File: config.mk
export PLATFORM = sky130hd
export DESIGN_NAME = bounded_double_ended_queue_core
export DESIGN_NICKNAME = d
export VERILOG_FILES = /design/src/hw/rtl/bdq_pkg.sv /design/src/hw/rtl/bdq_ram.sv /design/src/hw/rtl/bdq_ctrl.sv /design/src/hw/rtl/bdq_dp.sv /design/src/hw/rtl/bounded_double_ended_queue_core.sv
export SDC_FILE = /design/constraint.sdc
export NUM_CORES = 1
export LEC_CHECK = 0
export BUFFER_PORTS_ARGS = -buffer_cell sky130_fd_sc_hd__buf_2
export CAP_MARGIN = 20
export CORE_UTILIZATION = 55
export DETAILED_ROUTE_END_ITERATION = 10
export GPL_TIMING_DRIVEN = 0
export PLACE_DENSITY = 0.75
export SETUP_SLACK_MARGIN = 0.5
export SLEW_MARGIN = 20
export SYNTH_ARGS = -nofsm -noshare
export SYNTH_HDL_FRONTEND = slang
export SYNTH_SLANG_ARGS = --single-unit
File: constraint.sdc
create_clock -name clk -period 5 [get_ports clk]
set_input_delay 1 -clock clk [delete_from_list [all_inputs] [get_ports clk]]
set_output_delay 1 -clock clk [all_outputs]
set_load 0.05 [all_outputs]
File: src/hw/rtl/bdq_pkg.sv
// Package for the bounded double-ended queue core.
// Holds widths, command and status codes, and the controller/datapath structs.
// Depends on nothing; used by every module of the core except bdq_ram.
package bdq_pkg;

	localparam int DATA_W    = 32;
	localparam int CMD_W     = 2;
	localparam int STAT_W    = 3;
	localparam int CAP_W     = 5;
	localparam int DEPTH_DEF = 16;

	localparam logic [CAP_W-1:0] CAP_RESET = CAP_W'(16);

	typedef enum logic [CMD_W-1:0] {
		CMD_PUSH_FRONT = 2'd0,
		CMD_PUSH_BACK  = 2'd1,
		CMD_POP_FRONT  = 2'd2,
		CMD_POP_BACK   = 2'd3
	} cmd_t;

	typedef enum logic [STAT_W-1:0] {
		ST_PUSH_FRONT = 3'd0,
		ST_PUSH_BACK  = 3'd1,
		ST_POP_FRONT  = 3'd2,
		ST_POP_BACK   = 3'd3,
		ST_FULL       = 3'd4,
		ST_EMPTY      = 3'd5
	} status_t;

	typedef struct packed {
		logic load_cmd;
		logic exec;
		logic capture_rd;
		logic load_out;
	} dp_cmd_t;

	typedef struct packed {
		logic need_read;
	} dp_stat_t;

endpackage

File: src/hw/rtl/bdq_ram.sv
// Generic single-port RAM with registered read data.
// Used for the entry store of the queue; depends on no package.
module bdq_ram #(
	parameter int WIDTH = 32,
	parameter int DEPTH = 16
) (
	input  logic                                    clk,
	input  logic                                    we,
	input  logic [(DEPTH > 1 ? $clog2(DEPTH) : 1)-1:0] addr,
	input  logic [WIDTH-1:0]                        wdata,
	output logic [WIDTH-1:0]                        rdata
);

	logic [WIDTH-1:0] mem [DEPTH];
	logic [WIDTH-1:0] rdata_q;

	always_ff @(posedge clk) begin
		if (we) begin
			mem[addr] <= wdata;
		end
		rdata_q <= mem[addr];
	end

	assign rdata = rdata_q;

endmodule

File: src/hw/rtl/bdq_ctrl.sv
// Controller state machine of the queue core.
// Sequences accept, execute, read and output load; uses bdq_pkg.
module bdq_ctrl (
	input  logic              clk,
	input  logic              arst_n,
	input  logic              in_valid,
	output logic              in_stall,
	output logic              out_valid,
	input  logic              out_stall,
	input  bdq_pkg::dp_stat_t dp_stat,
	output bdq_pkg::dp_cmd_t  dp_cmd
);

	typedef enum logic [1:0] {
		S_IDLE,
		S_EXEC,
		S_READ,
		S_DONE
	} state_t;

	state_t state_q;
	logic   out_valid_q;
	logic   out_free;

	assign out_free = !out_valid_q || !out_stall;

	always_comb begin
		dp_cmd            = '0;
		dp_cmd.load_cmd   = (state_q == S_IDLE) && in_valid;
		dp_cmd.exec       = (state_q == S_EXEC);
		dp_cmd.capture_rd = (state_q == S_READ);
		dp_cmd.load_out   = (state_q == S_DONE) && out_free;
	end

	always_ff @(posedge clk or negedge arst_n) begin
		if (!arst_n) begin
			state_q     <= S_IDLE;
			out_valid_q <= 1'b0;
		end else begin
			if (dp_cmd.load_out) begin
				out_valid_q <= 1'b1;
			end else if (out_valid_q && !out_stall) begin
				out_valid_q <= 1'b0;
			end
			unique case (state_q)
				S_IDLE: begin
					if (in_valid) begin
						state_q <= S_EXEC;
					end
				end
				S_EXEC: begin
					state_q <= dp_stat.need_read ? S_READ : S_DONE;
				end
				S_READ: begin
					state_q <= S_DONE;
				end
				S_DONE: begin
					if (out_free) begin
						state_q <= S_IDLE;
					end
				end
				default: begin
					state_q <= S_IDLE;
				end
			endcase
		end
	end

	assign in_stall  = (state_q != S_IDLE);
	assign out_valid = out_valid_q;

endmodule

File: src/hw/rtl/bdq_dp.sv
// Datapath of the queue core: pointers, occupancy, capacity register,
// entry store and result registers. Uses bdq_pkg and bdq_ram.
module bdq_dp #(
	parameter int DEPTH = bdq_pkg::DEPTH_DEF
) (
	input  logic                              clk,
	input  logic                              arst_n,
	input  logic [bdq_pkg::CMD_W-1:0]         command,
	input  logic signed [bdq_pkg::DATA_W-1:0] push_value,
	input  logic                              cfg_wr_en,
	input  logic [bdq_pkg::CAP_W-1:0]         cfg_wr_data,
	input  bdq_pkg::dp_cmd_t                  dp_cmd,
	output bdq_pkg::dp_stat_t                 dp_stat,
	output logic [bdq_pkg::STAT_W-1:0]        status,
	output logic signed [bdq_pkg::DATA_W-1:0] result_value
);

	localparam int PTR_W = (DEPTH > 1) ? $clog2(DEPTH) : 1;
	localparam int OCC_W = $clog2(DEPTH + 1);
	localparam int SUM_W = $clog2(2 * DEPTH);
	localparam int LIM_W = (OCC_W > bdq_pkg::CAP_W) ? OCC_W : bdq_pkg::CAP_W;

	bdq_pkg::cmd_t              cmd_q;
	logic [bdq_pkg::DATA_W-1:0] val_q;
	logic [PTR_W-1:0]           front_q;
	logic [OCC_W-1:0]           occ_q;
	logic [bdq_pkg::CAP_W-1:0]  cap_q;
	bdq_pkg::status_t           res_status_q;
	logic [bdq_pkg::DATA_W-1:0] res_value_q;
	logic [bdq_pkg::STAT_W-1:0] out_status_q;
	logic [bdq_pkg::DATA_W-1:0] out_value_q;

	logic [LIM_W-1:0]           cap_ext;
	logic [LIM_W-1:0]           limit;
	logic                       is_push;
	logic                       full;
	logic                       empty;
	logic [PTR_W-1:0]           front_dec;
	logic [PTR_W-1:0]           front_inc;
	logic [PTR_W-1:0]           back_idx;
	logic [PTR_W-1:0]           back_last;
	logic [PTR_W-1:0]           ram_addr;
	logic                       ram_we;
	logic [bdq_pkg::DATA_W-1:0] ram_rdata;

	function automatic logic [PTR_W-1:0] wrap_idx(input logic [SUM_W-1:0] s);
		logic [SUM_W-1:0] r;
		r = (s >= SUM_W'(DEPTH)) ? (s - SUM_W'(DEPTH)) : s;
		return r[PTR_W-1:0];
	endfunction

	assign cap_ext   = LIM_W'(cap_q);
	assign limit     = (cap_ext < LIM_W'(DEPTH)) ? cap_ext : LIM_W'(DEPTH);
	assign is_push   = (cmd_q == bdq_pkg::CMD_PUSH_FRONT) || (cmd_q == bdq_pkg::CMD_PUSH_BACK);
	assign full      = LIM_W'(occ_q) >= limit;
	assign empty     = (occ_q == '0);
	assign front_dec = (front_q == '0) ? PTR_W'(DEPTH - 1) : front_q - 1'b1;
	assign front_inc = (front_q == PTR_W'(DEPTH - 1)) ? '0 : front_q + 1'b1;
	assign back_idx  = wrap_idx(SUM_W'(front_q) + SUM_W'(occ_q));
	assign back_last = wrap_idx(SUM_W'(front_q) + SUM_W'(occ_q) - SUM_W'(1));

	always_comb begin
		unique case (cmd_q)
			bdq_pkg::CMD_PUSH_FRONT: ram_addr = front_dec;
			bdq_pkg::CMD_PUSH_BACK:  ram_addr = back_idx;
			bdq_pkg::CMD_POP_FRONT:  ram_addr = front_q;
			bdq_pkg::CMD_POP_BACK:   ram_addr = back_last;
			default:                 ram_addr = front_q;
		endcase
	end

	assign ram_we            = dp_cmd.exec && is_push && !full;
	assign dp_stat.need_read = !is_push && !empty;

	bdq_ram #(
		.WIDTH(bdq_pkg::DATA_W),
		.DEPTH(DEPTH)
	) u_store (
		.clk  (clk),
		.we   (ram_we),
		.addr (ram_addr),
		.wdata(val_q),
		.rdata(ram_rdata)
	);

	always_ff @(posedge clk or negedge arst_n) begin
		if (!arst_n) begin
			front_q <= '0;
			occ_q   <= '0;
			cap_q   <= bdq_pkg::CAP_RESET;
		end else begin
			if (cfg_wr_en) begin
				cap_q <= cfg_wr_data;
			end
			if (dp_cmd.exec) begin
				unique case (cmd_q)
					bdq_pkg::CMD_PUSH_FRONT: begin
						if (!full) begin
							front_q <= front_dec;
							occ_q   <= occ_q + 1'b1;
						end
					end
					bdq_pkg::CMD_PUSH_BACK: begin
						if (!full) begin
							occ_q <= occ_q + 1'b1;
						end
					end
					bdq_pkg::CMD_POP_FRONT: begin
						if (!empty) begin
							front_q <= front_inc;
							occ_q   <= occ_q - 1'b1;
						end
					end
					bdq_pkg::CMD_POP_BACK: begin
						if (!empty) begin
							occ_q <= occ_q - 1'b1;
						end
					end
					default: begin
						occ_q <= occ_q;
					end
				endcase
			end
		end
	end

	always_ff @(posedge clk) begin
		if (dp_cmd.load_cmd) begin
			cmd_q <= bdq_pkg::cmd_t'(command);
			val_q <= $unsigned(push_value);
		end
		if (dp_cmd.exec) begin
			res_value_q <= '0;
			if (is_push) begin
				if (full) begin
					res_status_q <= bdq_pkg::ST_FULL;
				end else begin
					res_value_q  <= val_q;
					res_status_q <= (cmd_q == bdq_pkg::CMD_PUSH_FRONT) ?
						bdq_pkg::ST_PUSH_FRONT : bdq_pkg::ST_PUSH_BACK;
				end
			end else begin
				if (empty) begin
					res_status_q <= bdq_pkg::ST_EMPTY;
				end else begin
					res_status_q <= (cmd_q == bdq_pkg::CMD_POP_FRONT) ?
						bdq_pkg::ST_POP_FRONT : bdq_pkg::ST_POP_BACK;
				end
			end
		end
		if (dp_cmd.capture_rd) begin
			res_value_q <= ram_rdata;
		end
		if (dp_cmd.load_out) begin
			out_status_q <= res_status_q;
			out_value_q  <= res_value_q;
		end
	end

	assign status       = out_status_q;
	assign result_value = $signed(out_value_q);

endmodule

File: src/hw/rtl/bounded_double_ended_queue_core.sv
// Top level of the bounded double-ended queue core.
// Joins the controller (bdq_ctrl) and the datapath (bdq_dp); uses bdq_pkg.
//
// Channel   Direction  Handshake             Word
// input     in         in_valid / in_stall   command, push_value
// output    out        out_valid / out_stall status, result_value
// config    in         cfg_wr_en             cfg_wr_data (capacity)
//
// A push or refused command runs the execute and done states before the next acceptance.
// A successful pop adds a read state between them, for the registered read of the store.
// The result sits in an output register, so the next word is taken while it waits.
// A stall on the output holds the controller only when a new result is ready to load.
// Reset clears the pointers and occupancy and sets capacity to 16; the store is not cleared.
module bounded_double_ended_queue_core #(
	parameter int DEPTH = bdq_pkg::DEPTH_DEF
) (
	input  logic                              clk,
	input  logic                              arst_n,
	input  logic                              in_valid,
	output logic                              in_stall,
	input  logic [bdq_pkg::CMD_W-1:0]         command,
	input  logic signed [bdq_pkg::DATA_W-1:0] push_value,
	output logic                              out_valid,
	input  logic                              out_stall,
	output logic [bdq_pkg::STAT_W-1:0]        status,
	output logic signed [bdq_pkg::DATA_W-1:0] result_value,
	input  logic                              cfg_wr_en,
	input  logic [bdq_pkg::CAP_W-1:0]         cfg_wr_data
);

	bdq_pkg::dp_cmd_t  dp_cmd;
	bdq_pkg::dp_stat_t dp_stat;

	bdq_ctrl u_ctrl (
		.clk      (clk),
		.arst_n   (arst_n),
		.in_valid (in_valid),
		.in_stall (in_stall),
		.out_valid(out_valid),
		.out_stall(out_stall),
		.dp_stat  (dp_stat),
		.dp_cmd   (dp_cmd)
	);

	bdq_dp #(
		.DEPTH(DEPTH)
	) u_dp (
		.clk         (clk),
		.arst_n      (arst_n),
		.command     (command),
		.push_value  (push_value),
		.cfg_wr_en   (cfg_wr_en),
		.cfg_wr_data (cfg_wr_data),
		.dp_cmd      (dp_cmd),
		.dp_stat     (dp_stat),
		.status      (status),
		.result_value(result_value)
	);

`ifndef SYNTHESIS
	a_stall_after_accept: assert property (@(posedge clk) disable iff (!arst_n)
		in_valid && !in_stall |=> in_stall)
		else $error("input accepted twice in a row");

	a_load_sets_valid: assert property (@(posedge clk) disable iff (!arst_n)
		dp_cmd.load_out |=> out_valid)
		else $error("output load did not raise out_valid");

	a_cmd_onehot: assert property (@(posedge clk) disable iff (!arst_n)
		$onehot0({dp_cmd.load_cmd, dp_cmd.exec, dp_cmd.capture_rd, dp_cmd.load_out}))
		else $error("more than one datapath command active");

	a_refused_zero: assert property (@(posedge clk) disable iff (!arst_n)
		out_valid && (status == bdq_pkg::ST_FULL || status == bdq_pkg::ST_EMPTY)
		|-> result_value == '0)
		else $error("refused command carries a nonzero value");
`endif

endmodule
### Word-level counts from Yosys, hierarchy flattened

Memories as Yosys holds them, arrays and structs flattened. A register that Yosys moved wholly into a read port is not among the register bits.
Index checks and enable logic that the tools add are counted.

| storage, ports and cells | value |
|---|---|
| word-level logic and storage cells | 92 |
| register bits | 121 |
| RAM bits | 512 |
| memories | 1 |
| bits of input ports | 44 |

| operators by class | value |
|---|---|
| reductions and logical operators | 26 |
| multiplexer cells | 29 |
| eq/ne operators | 13 |
| magnitude comparators | 4 |
| $add $sub $neg | 8 |

Memory list:

| name | words | bits a word | rd ports | clocked after Yosys merged registers in | write ports | line | text |
|---|---|---|---|---|---|---|---|
| u_dp.u_store.mem | 16 | 32 | 1 | 1 | 1 | bdq_ram.sv:14 | `logic [WIDTH-1:0] mem [DEPTH];` |

Operators with widths:

| operator | count |
|---|---|
| $mux W32 | 4 |
| $mux W4 | 6 |
| $pmux W4 S4 | 1 |
| $mux W5 | 3 |
| $sub A4 B1 Y4 const B | 3 |
| $ge A5 B5 Y1 const B | 2 |
| $ne A2 B2 Y1 const B | 5 |
| $pmux W5 S2 | 1 |
| $sub A5 B1 Y5 const B | 2 |
| $mux W3 | 3 |
| $eq A2 B2 Y1 const B | 4 |
| $pmux W2 S4 | 1 |
| $pmux W4 S2 | 1 |
| $reduce_bool A2 Y1 | 4 |
| $mux W1 | 7 |
| $logic_and A1 B1 Y1 | 6 |
| $add A4 B5 Y5 | 1 |
| $add A5 B1 Y5 const B | 1 |
| $ge A5 B5 Y1 | 1 |
| $logic_not A1 Y1 | 5 |
| $logic_not A5 Y1 | 1 |
| $lt A5 B5 Y1 const B | 1 |
| $add A4 B1 Y4 const B | 1 |
| $eq A2 B1 Y1 const B | 2 |
| 10 further kinds | 14 |

### Depth between registers and ports, before layout

Gate-level depths: netlist of the first run.

| depth | value |
|---|---|
| word-level depth | 7 |
| mapped depth | 14 |
| depth with buffers taken out | 11 |

### By module

Synthesis of the first run repeated with hierarchy kept, for this count alone.

| unflattened totals | value |
|---|---|
| cells, all modules | 1,153 |
| area total of the unflattened synthesis | 24,860.1 µm² |

Modules (own cells, without submodules):

| module | cells an instance | area an instance (µm²) | times used | sequential area each (µm²) |
|---|---|---|---|---|
| bdq_ram | 840 | 19,862.8 | 1 | 16,015.4 |
| bdq_dp | 291 | 4,760.8 | 1 | 3,474.6 |
| bdq_ctrl | 22 | 236.5 | 1 | 75.1 |

### Worst setup path before layout of the first run

OpenSTA, ideal clock, no wires.

| timing path | value |
|---|---|
| path kind | flip-flop to flip-flop |
| start | reg u_dp.occ_q[0] |
| end | mem u_dp.u_store.mem[0][0] (enable) |
| setup slack | -457 ps |
| library setup time | 461 ps |
| stages on the path, launching flop included | 12 |
| path buffers | 4 |
| data required time | 4,539 ps |
| arrival | 4,996 ps |
| clock period less this slack | 5,457 ps |
| cell sequence | dfrtp_1 ha_1 fa_1 inv_1 ha_1 inv_1 mux4_2 buf_2 buf_2 buf_2 buf_2 nor3_1 |

| on the way | value |
|---|---|
| longest elaborated chain between the ends | 5 |

RTL lines:

| what | line | text |
|---|---|---|
| start: declaration | bdq_dp.sv:26 | `logic [OCC_W-1:0] occ_q;` |
| start signal: assignment | bdq_dp.sv:100 | `occ_q <= occ_q + 1'b1;` |
| start signal: assignment | bdq_dp.sv:105 | `occ_q <= occ_q + 1'b1;` |
| start signal: assignment | bdq_dp.sv:111 | `occ_q <= occ_q - 1'b1;` |
| $add A4 B5 Y5 or $ge A5 B5 Y1 (tied branches) | bdq_dp.sv:59, bdq_dp.sv:60, bdq_dp.sv:55 |  |
| $sub A5 B1 Y5 or $logic_not A1 Y1 (tied branches) | bdq_dp.sv:60, bdq_dp.sv:72 |  |
| $sub A4 B1 Y4 (tied with other cells) | bdq_dp.sv:48 | `r = (s >= SUM_W'(DEPTH)) ? (s - SUM_W'(DEPTH)) : s;` |
| $mux W4 or $mux W1 (tied branches) | bdq_dp.sv:48, bdq_ram.sv:18 |  |
| $pmux W4 S4 or $mux W1 (tied branches) | bdq_dp.sv:63, bdq_ram.sv:19 |  |
| end: declaration | bdq_ram.sv:14 |  |

Parallel ways exist; a longest one is shown, timed or not.

### Worst setup path in the final report of the first run

| timing path | value |
|---|---|
| start | reg u_dp.occ_q[0] |
| end | mem u_dp.u_store.mem[15][23] (enable) |

The elaborated chain is that of the path after synthesis.

==> run summary, run 1 <==
The tools report the global routing usage on met1 as 0.3667. The tightest min-delay check is of the input port to asynchronous set/reset pin type. The count of final setup violators is 0, and the share of the yosys chip area belonging to registers is 0.7592.

The worst setup path is captured at a flip-flop. For this run, the detailed router's first-pass iteration total came to 5. For the final weighted congestion in routability-driven placement, the log shows 0.8622. The relative slew slack was 0.3448; the mean cell area of the mapped netlist was 18.57 um2. The sequential cell area is 19570 um2, and the full die area is 47720 um2.

Total global-route track usage: 0.2735. The number of max-cap violations was 0. Ranked by instance count, the synthesized netlist is headed by edfxtp_1, nand2_1, mux4_2, o21ai_0, nand3_1. The TritonCTS sink count came out at 665.

The area overhead of the layout relative to synthesis is 17.05%. The count of input and output buffers was 80. The floorplan has 78 rows.

The worst-case IR drop observed on VDD is 505.8 uV. The first global-routing pass estimated 92.74 mm of wire. For the worst hold slack, the log shows 0.3421 ns. The net count of the finished layout is 1662.

The critical path required time is 5.29 ns. Summing over every cut layer, the via total after detailed routing is 14390. Dividing the detail-routed wire length by the instance count gives 28.07 um. For this run, design rule violations remaining after detail routing come to 0.

For the pin with the worst max-slew slack, the measured transition is 0.9827 ns. The count of state elements after synthesis came out at 665. The clock transition at the registers of the reported paths works out to 0.06 ns. The core utilization of the finished layout is 0.6590, and the TritonCTS buffer count is 67.

The worst setup path is of the flip-flop to flip-flop kind. The share of the clock period used by the worst path after layout was 0.8810. In this run, synthesis inferred 616 flip-flops with an integrated enable. The type of element launching the critical path was a flip-flop. The met3 usage was 0.05484. The global route total overflow is 0, and the post-synthesis net count is 1454.

The tools report the met2 layer usage reported by global route as 0.4273. Across the routed clock network, the largest skew measured is 0.02014 ns. edfxtp_1 takes more of the synthesized area than any other cell. The distinct cell type count of the synthesized netlist was 69; the via count of the first global-routing pass was 14420. For the number of endpoints with negative hold slack in the final report, the log shows 0. In the post-synthesis netlist, the cell with the most instances is edfxtp_1. In this run the critical register-to-register path is launched from u_dp.occ_q[0]. Clock latency on the worst-skew pair, taken at its later pin, is 0.60 ns. The run finished with clean final reports. The highest fanout seen on the critical path was 17; the post-synthesis cell count was 1388. The initial antenna violation count was 0; the vias per cell was 6.402.

For the initial core utilization, the log shows 0.5630. The number of cells on the worst reg-to-reg path is 13. The repair_antennas step left the layout with diodes totalling 0. The chip width works out to 218.5 um. The most crowded layer after global routing was met2. The Yosys warning count was 0. The routed design has 63.08 mm of wire. After the first detailed-routing iteration, the DRC count stood at 2046. By area the synthesized netlist is led by edfxtp_1, mux4_2, dfxtp_1. The tools report the largest net degree at the start of global routing as 35.

The longest individual stage delay on the worst path works out to 0.62 ns. The tools report the worst flop-to-flop path endpoint as u_dp.u_store.mem[15][23]. Clock tree synthesis selected as its root buffer the cell clkbuf_16. CTS built an H-tree with a depth of 3. Setup repair after global routing left no endpoint under its margin. The tools report the half-perimeter wire length after placement as 37.72 mm. Summed over all cells, the static leakage comes to 10.25 nW.

TritonCTS built the clock tree. On the critical path, the stage with the largest delay is an instance of fa_1. For this run, the leading register cell type out of synthesis is edfxtp_1.

In this run the power density over the cells is 744.3 nW/um2. The logs give 0.59 ns for the internal reg-to-reg setup slack and 45770 um2 for the core box area. The clock passes through at most 3 buffers.

For the worst setup path, the data arrival time is 4.69 ns. The total count of max-transition violations in the final report was 0. The share of the synthesized area in the top cell type is 0.7178. In this run the vertical extent of the chip is 218.5 um.

The mapped netlist covers 25770 um2. Once detail routing completed, the nets flagged for antenna violations numbered 0. After filler insertion, the fill cell instance count of the layout stands at 2907.

The fraction of final layout cells sized beyond drive strength 1 came out at 0.2690. In this run the count of I/O pins placed on the die edge is 81. After layout, the design draws a total of 22.45 mW. The share of synthesized flip-flops with an asynchronous set or reset is 0.02556.

Based on the critical path, the design can be clocked at up to 0.2270 GHz. Walking the worst path, the cells encountered are ha_1, fa_1, inv_1, ha_1, inv_1, mux4_2, buf_2, buf_2, buf_4, buf_2, nand2_1, nor2_4, buf_16. The dominant cell type by count on the critical path was buf_2. The final critical-path required period is 4.405 ns, and the multi-input combinational cell area is 5944 um2.
[cell usage in the layout, fill, tap and decap left out, drive strengths merged, types with 21 or more instances in the layout]
cell type / netlist / final
a22oi: 45 / 45
buf: 42 / 181
clkbuf: 35 / 123
clkinv: 0 / 21
dfxtp: 32 / 32
edfxtp: 616 / 616
inv: 16 / 21
mux2i: 31 / 31
mux4: 102 / 102
nand2: 149 / 149
nand3: 40 / 40
o21ai: 48 / 48
[cell families (layout without fill, tap and decap cells)]
logic type                 Yosys count  in the layout  share of synthesized area
buffers and inverters               93            352                    0.01763
xor gates and xnor gates            12             12                   0.004904
muxes                              149            149                     0.1083
and+or+nand+nor                    257            257                    0.04477
adders and majority gates           22             22                    0.01126
AOI/OAI and AO/OA                  190            190                    0.05390
DFF                                665            665                     0.7592
[registers in the layout (all words and copies together), names as in the netlist, 3 cells and up]
name / cells
u_dp.status: 3
u_dp.res_status_q: 3
u_dp.cap_ext: 5
u_dp.result_value: 32
u_dp.res_value_q: 32
u_dp.occ_q: 5
u_dp.val_q: 32
u_dp.u_store.rdata: 32
u_dp.front_q: 4
u_dp.u_store.mem: 512
[metrics by stage]
stage / TNS [ns] / setup slack [ns] / std cells / instance area [um2]
2_1_floorplan: -29.21 / -0.4564 / 1388 / 25790
5_1_grt: 0 / 0.4863 / 2247 / 30160
3_5_place_dp: 0 / 0.1479 / 2101 / 27660
4_1_cts: 0 / 0.4156 / 2241 / 30100
6_report: 0 / 0.5949 / 2247 / 30160
3_3_place_gp: -897.14 / -3.729 / 2068 / 26950
[worst max-delay path, delay by kind of cell (launching register included)]
family | cells | cell delay (ns)
buffers and inverters | 7 | 1.60
adder cells (fa/ha/maj) | 3 | 1.22
AND/OR/NAND/NOR | 2 | 0.52
flip-flops | 1 | 0.48
multiplexers | 1 | 0.24
[power by group]
part | switching (mW) | internal [mW] | leakage (nW) | total [mW]
sequential | 0.408 | 7.12 | 6.07 | 7.53
combinational | 6.19 | 3.79 | 3.11 | 9.98
clock | 2.08 | 2.87 | 1.07 | 4.95
total | 8.68 | 13.8 | 10.3 | 22.5
[worst max-delay path by stage]
stage / depth (start not counted) / end / slack [ns] / from
finish: 13 / u_dp.u_store.mem[15][23] / 0.59 / u_dp.occ_q[0]
global route: 13 / u_dp.u_store.mem[15][23] / 0.49 / u_dp.front_q[0]
floorplan: 11 / u_dp.u_store.mem[0][0] / -0.46 / u_dp.occ_q[0]
CTS: 14 / u_dp.u_store.mem[0][7] / 0.42 / u_dp.occ_q[0]
detailed placement: 11 / u_dp.u_store.mem[13][13] / 0.15 / u_dp.occ_q[0]
global placement: 11 / u_dp.u_store.mem[4][13] / -3.73 / u_dp.occ_q[0]
[timing repair]
| item | CTS | global route |
|---|---|---|
| hold buffers | 0 | 0 |
| pin swaps | 11 | 3 |
| setup buffers | 20 | 6 |
| gates resized for setup | 7 | 5 |
| setup endpoints to repair | 429 | 224 |
[per-layer routing]
layer | share of wire | vias up
met3 | 0.095 | 194
met5 | 0 | -
li1 | - | 5992
met1 | 0.38 | 7242
met2 | 0.48 | 957
met4 | 0.049 | 0
[final cells by class]
class / count / area share
repair buffers: 139 / 0.04264
flip-flops and latches: 665 / 0.6486
multi-input cells: 630 / 0.1971
well taps: 600 / 0.02489
clock buffers: 88 / 0.06122
inverters: 16 / 0.002074
clock inverters: 32 / 0.01025
plain buffers: 77 / 0.01323
(Power assumes the default switching activity.)
==> run 2: changes to the inputs <==
--- a/config.mk
+++ b/config.mk
@@ -10,7 +10,7 @@
 export CORE_UTILIZATION = 55
 export DETAILED_ROUTE_END_ITERATION = 10
 export GPL_TIMING_DRIVEN = 0
-export PLACE_DENSITY = 0.75
+export PLACE_DENSITY_LB_ADDON = 0.1
 export SETUP_SLACK_MARGIN = 0.5
 export SLEW_MARGIN = 20
 export SYNTH_ARGS = -nofsm -noshare
==> run summary, run 2 (synthesis gave the netlist of run 1 again) <==
The tools report the remaining routing DRC violations as 0 (unchanged). The area overhead of the layout relative to synthesis works out to 17.53% (was 17.05%). The arrival time of data at the critical path endpoint is 4.65 ns (was 4.69 ns). The first-pass detailed-route iteration total was 5 (unchanged); the TritonCTS buffer count was 68 (was 67). Cell chain of the critical path: ha_1, fa_1, inv_1, ha_1, inv_1, mux4_2, buf_2, buf_2, buf_4, clkbuf_4, nand2_1, nor2_4, buf_16, buf_16 (was ha_1, fa_1, inv_1, ha_1, inv_1, mux4_2, buf_2, buf_2, buf_4, buf_2, nand2_1, nor2_4, buf_16). The core utilization of the finished layout was 0.6617 (was 0.6590); the clock transition at the registers of the reported paths was 0.06 ns (about the same). The height of the die is 218.5 um (unchanged). The number of flip-flops under the largest register name came out at 512 (unchanged). The run finished with clean final reports.

The global route total overflow came out at 0 (unchanged). The post-placement cell area came out at 27860 um2 (was 27660 um2). The wire length per cell after detailed routing came out at 27.80 um (was 28.07 um). The cell area after layout was 30290 um2 (was 30160 um2); the final weighted congestion in routability-driven placement was 0.8099 (was 0.8622). The run gives 14110 (was 14390) as the number of vias in the routed layout. Maximum clock frequency: 0.2301 GHz (was 0.2270 GHz). Total power density per cell area: 737.2 nW/um2 (was 744.3 nW/um2). The logs give 0.2709 (was 0.2735) for the total global-route track usage and 0.5630 (unchanged) for the initial core utilization.

The clock insertion delay at the later pin of the skew report came out at 0.61 ns (was 0.60 ns). Setup repair after global routing left no endpoint under its margin. The tools report the number of endpoints with negative hold slack in the final report as 0 (unchanged). The run gives 0 (unchanged) as the post-cts hold buffer count. For the count of final setup violators, the log shows 0 (unchanged). Share of the clock period used by the worst path after layout: 0.8691 (was 0.8810). Kind of critical path: flip-flop to flip-flop (unchanged).

The final critical-path required period is 4.346 ns (was 4.405 ns), and the critical path required time is 5.30 ns (was 5.29 ns). For the number of buffers on the longest clock path, the log shows 3 (unchanged). The total count of max-transition violations in the final report is 0 (unchanged), and the leakage power is 10.30 nW (was 10.25 nW).

The internal reg-to-reg setup slack was 0.65 ns (was 0.59 ns). The transition time at the pin with the least slew margin is 1.097 ns (was 0.9827 ns). The count of antenna-violating nets left after detailed routing is 0 (unchanged).

The run gives 453.9 uV (was 505.8 uV) as the worst-case vdd ir drop. The most frequent standard cell in the layout excluding fill and tap cells was edfxtp_1 (unchanged). Cell type of the slowest stage on the worst timing path: fa_1 (unchanged). Class of the tightest hold or removal check: input port to asynchronous set/reset pin (unchanged).

The cell at the root of the clock tree was clkbuf_16 (unchanged). The number of inserted diodes is 0 (unchanged), and the fraction of final layout cells sized beyond drive strength 1 is 0.2663 (was 0.2690). The run gives 1671 (was 1662) as the layout net count. The relative slew slack is 0.2688 (was 0.3448). The worst hold slack was 0.3351 ns (was 0.3421 ns); the number of H-tree levels was 3 (unchanged). The run gives 0 (unchanged) as the initial antenna violation count. The logs give 0.05072 ns (was 0.1479 ns) for the worst slack at placement and 3065 (was 2907) for the number of fill cells in the layout. Most frequent cells in the layout: edfxtp_1, nand2_1, mux4_2 (unchanged).

The number of DRC markers after the initial detailed-route iteration was 1801 (was 2046). The number of max-cap violations is 0 (unchanged). The half-perimeter wire length after placement is 39.72 mm (was 37.72 mm), and the longest individual stage delay on the worst path is 0.61 ns (was 0.62 ns). The run gives 62.83 mm (was 63.08 mm) as the sum of routed wire length over all layers. The TritonCTS sink count was 665 (unchanged); the largest net degree at the start of global routing was 35 (unchanged). Floorplan row count: 78 (unchanged). Vias per cell: 6.245 (was 6.402). The full die area was 47720 um2 (unchanged). The core box area is 45770 um2 (unchanged), and the highest fanout seen on the critical path is 14 (was 17).

The sequential cell area is 19570 um2 (unchanged), and the final clock skew is 0.02312 ns (was 0.02014 ns). The run gives 5933 um2 (was 5944 um2) as the multi-input combinational cell area. The count of input and output buffers is 80 (unchanged), and the via count of the first global-routing pass is 14150 (was 14420). The register bank with the most flops was u_dp.u_store.mem (unchanged). Smallest setup slack after layout: 0.6545 ns (was 0.5949 ns). Type of element launching the critical path: a flip-flop (unchanged). The tools report the capturing element type of the critical path as a flip-flop (unchanged).

TritonCTS built the clock tree. The logs give 91.74 mm (was 92.74 mm) for the wire length of the first global-routing pass and 81 (unchanged) for the count of pins on the block boundary. The chip width works out to 218.5 um (unchanged).
-- run 2: changes by cell type in the layout (fill, tap and decap cells not counted), moves of 2 or more --
cell and change:
clkinv_1 +6, bufinv_16 -2, buf_8 +7, clkbuf_1 +8
clkinv_2 -7, clkbuf_16 +3, buf_12 -5, buf_16 +4
buf_4 +4, inv_6 -3, buf_6 -2
-- run 2: repair_timing --
| action | 4_1_cts | 5_1_grt |
|---|---|---|
| setup endpoints to repair | 360 | 149 |
| pin swaps | 6 | 4 |
| setup buffers | 16 | 9 |
| gates resized for setup | 8 | 3 |
-- run 2: metrics by stage --
stage	instances	total power [mW]	setup TNS (ns)
after floorplan	1388	14.09	-29.21
after global placement	2068	16.93	-1036.34
after detailed placement	2110	17.38	0
after CTS	2251	22.39	0
after global routing	2260	23.33	0
final	2260	22.33	0
-- run 2: layout make-up --
class,instances,area share
timing repair buffer,147,0.04652
tap,600,0.02479
clock buffer,98,0.06399
clock inverter,27,0.007477
inverter,16,0.002066
multi-input combinational,630,0.1959
buffer,77,0.01326
sequential,665,0.6460
-- run 2: per-layer routing --
layer  vias up  track usage  wire length, um
li1       6017            -                -
met4         0      0.09720             1822
met2       685       0.4235            30220
met1      7291       0.3869            25730
met3       121      0.04662             5060
met5         -            0                0
-- run 2: power breakdown --
group	switching, mW	total, mW	internal (mW)	leakage, nW
logic	6.09	9.89	3.80	3.18
registers	0.413	7.53	7.12	6.07
clock network	2.05	4.91	2.86	1.05
-- run 2: final timing paths --
| path | cells after the start | from | to |
|---|---|---|---|
| setup / recovery | 14 | u_dp.occ_q[0] | u_dp.u_store.mem[11][21] |
| hold / removal | 1 | arst_n | u_dp.front_q[1] |
| setup reg to reg | 14 | u_dp.occ_q[0] | u_dp.u_store.mem[11][21] |
| hold reg to reg | 0 | u_dp.res_status_q[2] | u_dp.status[2] |
| max in group asynchronous | 1 | arst_n | u_dp.cap_ext[4] |
| min in group clk | 0 | u_dp.res_status_q[2] | u_dp.status[2] |
-- run 2: critical path: cells and delay by family (launching register included) --
kind	cells	cell delay, ns
buf+inv	8	1.67
mux	1	0.24
simple gates	2	0.42
fa+ha+maj	3	1.21
flops	1	0.48
==> run 3: changes to the inputs <==
--- a/config.mk
+++ b/config.mk
@@ -7,6 +7,7 @@
 export LEC_CHECK = 0
 export BUFFER_PORTS_ARGS = -buffer_cell sky130_fd_sc_hd__buf_2
 export CAP_MARGIN = 20
+export CORE_MARGIN = 4
 export CORE_UTILIZATION = 55
 export DETAILED_ROUTE_END_ITERATION = 10
 export GPL_TIMING_DRIVEN = 0
==> run summary, run 3 (synthesis gave the netlist of run 1 again) <==
The flow ran to the end, and the final reports show no timing, DRC or antenna violations. The number of vias in the routed layout is 14100 (was 14110), and the number of max-cap violations is 0 (unchanged). Kind of critical path: flip-flop to flip-flop (unchanged). The total count of max-transition violations in the final report is 0 (unchanged), and the final critical-path required period is 4.339 ns (was 4.346 ns). The largest net degree at the start of global routing was 35 (unchanged); the maximum clock frequency was 0.2305 GHz (was 0.2301 GHz). The share of the clock period used by the worst path after layout came out at 0.8678 (was 0.8691).

Cell at the root of the clock tree: clkbuf_16 (unchanged). The run gives 79 (was 78) as the floorplan row count. The worst hold slack was 0.3206 ns (was 0.3351 ns); the remaining routing DRC violations was 0 (unchanged). The count of antenna-violating nets left after detailed routing came out at 0 (unchanged). The height of the die is 224.5 um (was 218.5 um), and the number of DRC markers after the initial detailed-route iteration is 1567 (was 1801).

The area overhead of the layout relative to synthesis is 17.97% (was 17.53%). The vias per cell is 6.218 (was 6.245), and the critical path required time is 5.29 ns (was 5.30 ns). The clock transition at the registers of the reported paths is 0.06 ns (about the same), and the number of H-tree levels is 3 (unchanged).

The transition time at the pin with the least slew margin was 1.170 ns (was 1.097 ns). The wire length per cell after detailed routing is 27.91 um (was 27.80 um). The number of inserted diodes came out at 0 (unchanged). Most frequent cells in the layout: edfxtp_1, nand2_1, mux4_2 (unchanged). The layout net count came out at 1673 (was 1671). Class of the tightest hold or removal check: input port to asynchronous set/reset pin (unchanged). The run gives 0 (unchanged) as the global route total overflow. For the multi-input combinational cell area, the log shows 5956 um2 (was 5933 um2). For the core utilization of the finished layout, the log shows 0.6544 (was 0.6617). The run gives 4.63 ns (was 4.65 ns) as the arrival time of data at the critical path endpoint. The chip width was 224.5 um (was 218.5 um). The capturing element type of the critical path is a flip-flop (unchanged). The worst-case vdd ir drop is 611.0 uV (was 453.9 uV).

Most frequent standard cell in the layout excluding fill and tap cells: edfxtp_1 (unchanged). The count of input and output buffers is 80 (unchanged), and the TritonCTS sink count is 665 (unchanged). Register bank with the most flops: u_dp.u_store.mem (unchanged). The initial core utilization is 0.5547 (was 0.5630), and the half-perimeter wire length after placement is 40.07 mm (was 39.72 mm). The run gives 63.28 mm (was 62.83 mm) as the sum of routed wire length over all layers.

Full die area: 50380 um2 (was 47720 um2). The run gives 0 (unchanged) as the initial antenna violation count. The final weighted congestion in routability-driven placement came out at 0.8435 (was 0.8099). TritonCTS built the clock tree. The post-cts hold buffer count is 0 (unchanged). Number of flip-flops under the largest register name: 512 (unchanged). The wire length of the first global-routing pass is 92.69 mm (was 91.74 mm). The number of endpoints with negative hold slack in the final report is 0 (unchanged), and the count of final setup violators is 0 (unchanged). The highest fanout seen on the critical path is 15 (was 14). The TritonCTS buffer count was 68 (unchanged); the number of fill cells in the layout was 3160 (was 3065). The count of pins on the block boundary was 81 (unchanged). The clock insertion delay at the later pin of the skew report came out at 0.61 ns (about the same). The via count of the first global-routing pass is 14130 (was 14150).

For the sequential cell area, the log shows 19570 um2 (unchanged). Total power density per cell area: 742.0 nW/um2 (was 737.2 nW/um2). The logs give 10.35 nW (was 10.30 nW) for the leakage power and 0.02165 ns (was 0.02312 ns) for the final clock skew. The tools report the first-pass detailed-route iteration total as 7 (was 5).

The run gives 0.2527 (was 0.2709) as the total global-route track usage. Setup repair after global routing left no endpoint under its margin. The core box area was 46460 um2 (was 45770 um2); the fraction of final layout cells sized beyond drive strength 1 was 0.2729 (was 0.2663).

The relative slew slack was 0.2203 (was 0.2688). The tools report the type of element launching the critical path as a flip-flop (unchanged). The setup TNS was 0 ns (unchanged).

Number of buffers on the longest clock path: 3 (unchanged).
## run 3: final cells by class
type / instances / area share
buffer: 77 / 0.01333
inverter: 16 / 0.002058
timing repair buffer: 149 / 0.04729
sequential: 665 / 0.6436
clock buffer: 88 / 0.06153
clock inverter: 35 / 0.01132
multi-input combinational: 630 / 0.1959
tap: 607 / 0.02498
## run 3: final timing paths
check	slack, ns	startpoint	depth (start not counted)	to
min reg2reg	0.42	u_dp.res_value_q[5]	0	u_dp.result_value[5]
min	0.32	arst_n	1	u_dp.cap_ext[3]
max	0.66	u_dp.front_q[0]	14	u_dp.u_store.mem[10][16]
max in group asynchronous	4.36	arst_n	1	u_dp.cap_ext[4]
max reg2reg	0.66	u_dp.front_q[0]	14	u_dp.u_store.mem[10][16]
min in group clk	0.42	u_dp.res_value_q[5]	0	u_dp.result_value[5]
## run 3: what timing repair did
item	4_1_cts	5_1_grt
buffers inserted	15	11
endpoints found under the setup margin	432	184
endpoints found under the hold margin	0	0
pin swaps	10	2
gates resized for setup	6	11
## run 3: critical path: stages, from the launching register on
cell	delay, ns
dfrtp_1	0.49
ha_1	0.27
fa_1	0.59
inv_1	0.07
ha_1	0.32
inv_1	0.07
mux4_2	0.26
buf_2	0.25
clkbuf_4	0.29
buf_4	0.28
clkbuf_4	0.30
nand2_1	0.18
nor2_4	0.24
buf_16	0.21
buf_16	0.17
## run 3: power breakdown
| part | internal [mW] | switching, mW |
|---|---|---|
| logic | 3.83 | 6.16 |
| clock network | 2.96 | 2.07 |
| registers | 7.12 | 0.408 |
| total | 13.9 | 8.64 |
## run 3: stage by stage
step,instances,area (um2),worst slack (ns),power (mW)
after detailed placement,2118,27870,0.01427,17.40
after floorplan,1388,25790,-0.4564,14.09
final,2267,30400,0.6612,22.56
after global placement,2075,26950,-4.060,17.03
after CTS,2256,30280,0.4223,22.54
after global routing,2267,30400,0.5332,23.55
## run 3: metal layers
layer | vias to the layer above | global-route usage | wire length (um)
met4 | 0 | 0.08202 | 1810
met5 | - | 0 | 0
met2 | 692 | 0.3960 | 30310
met1 | 7258 | 0.3680 | 25660
met3 | 124 | 0.04751 | 5501
li1 | 6022 | - | -
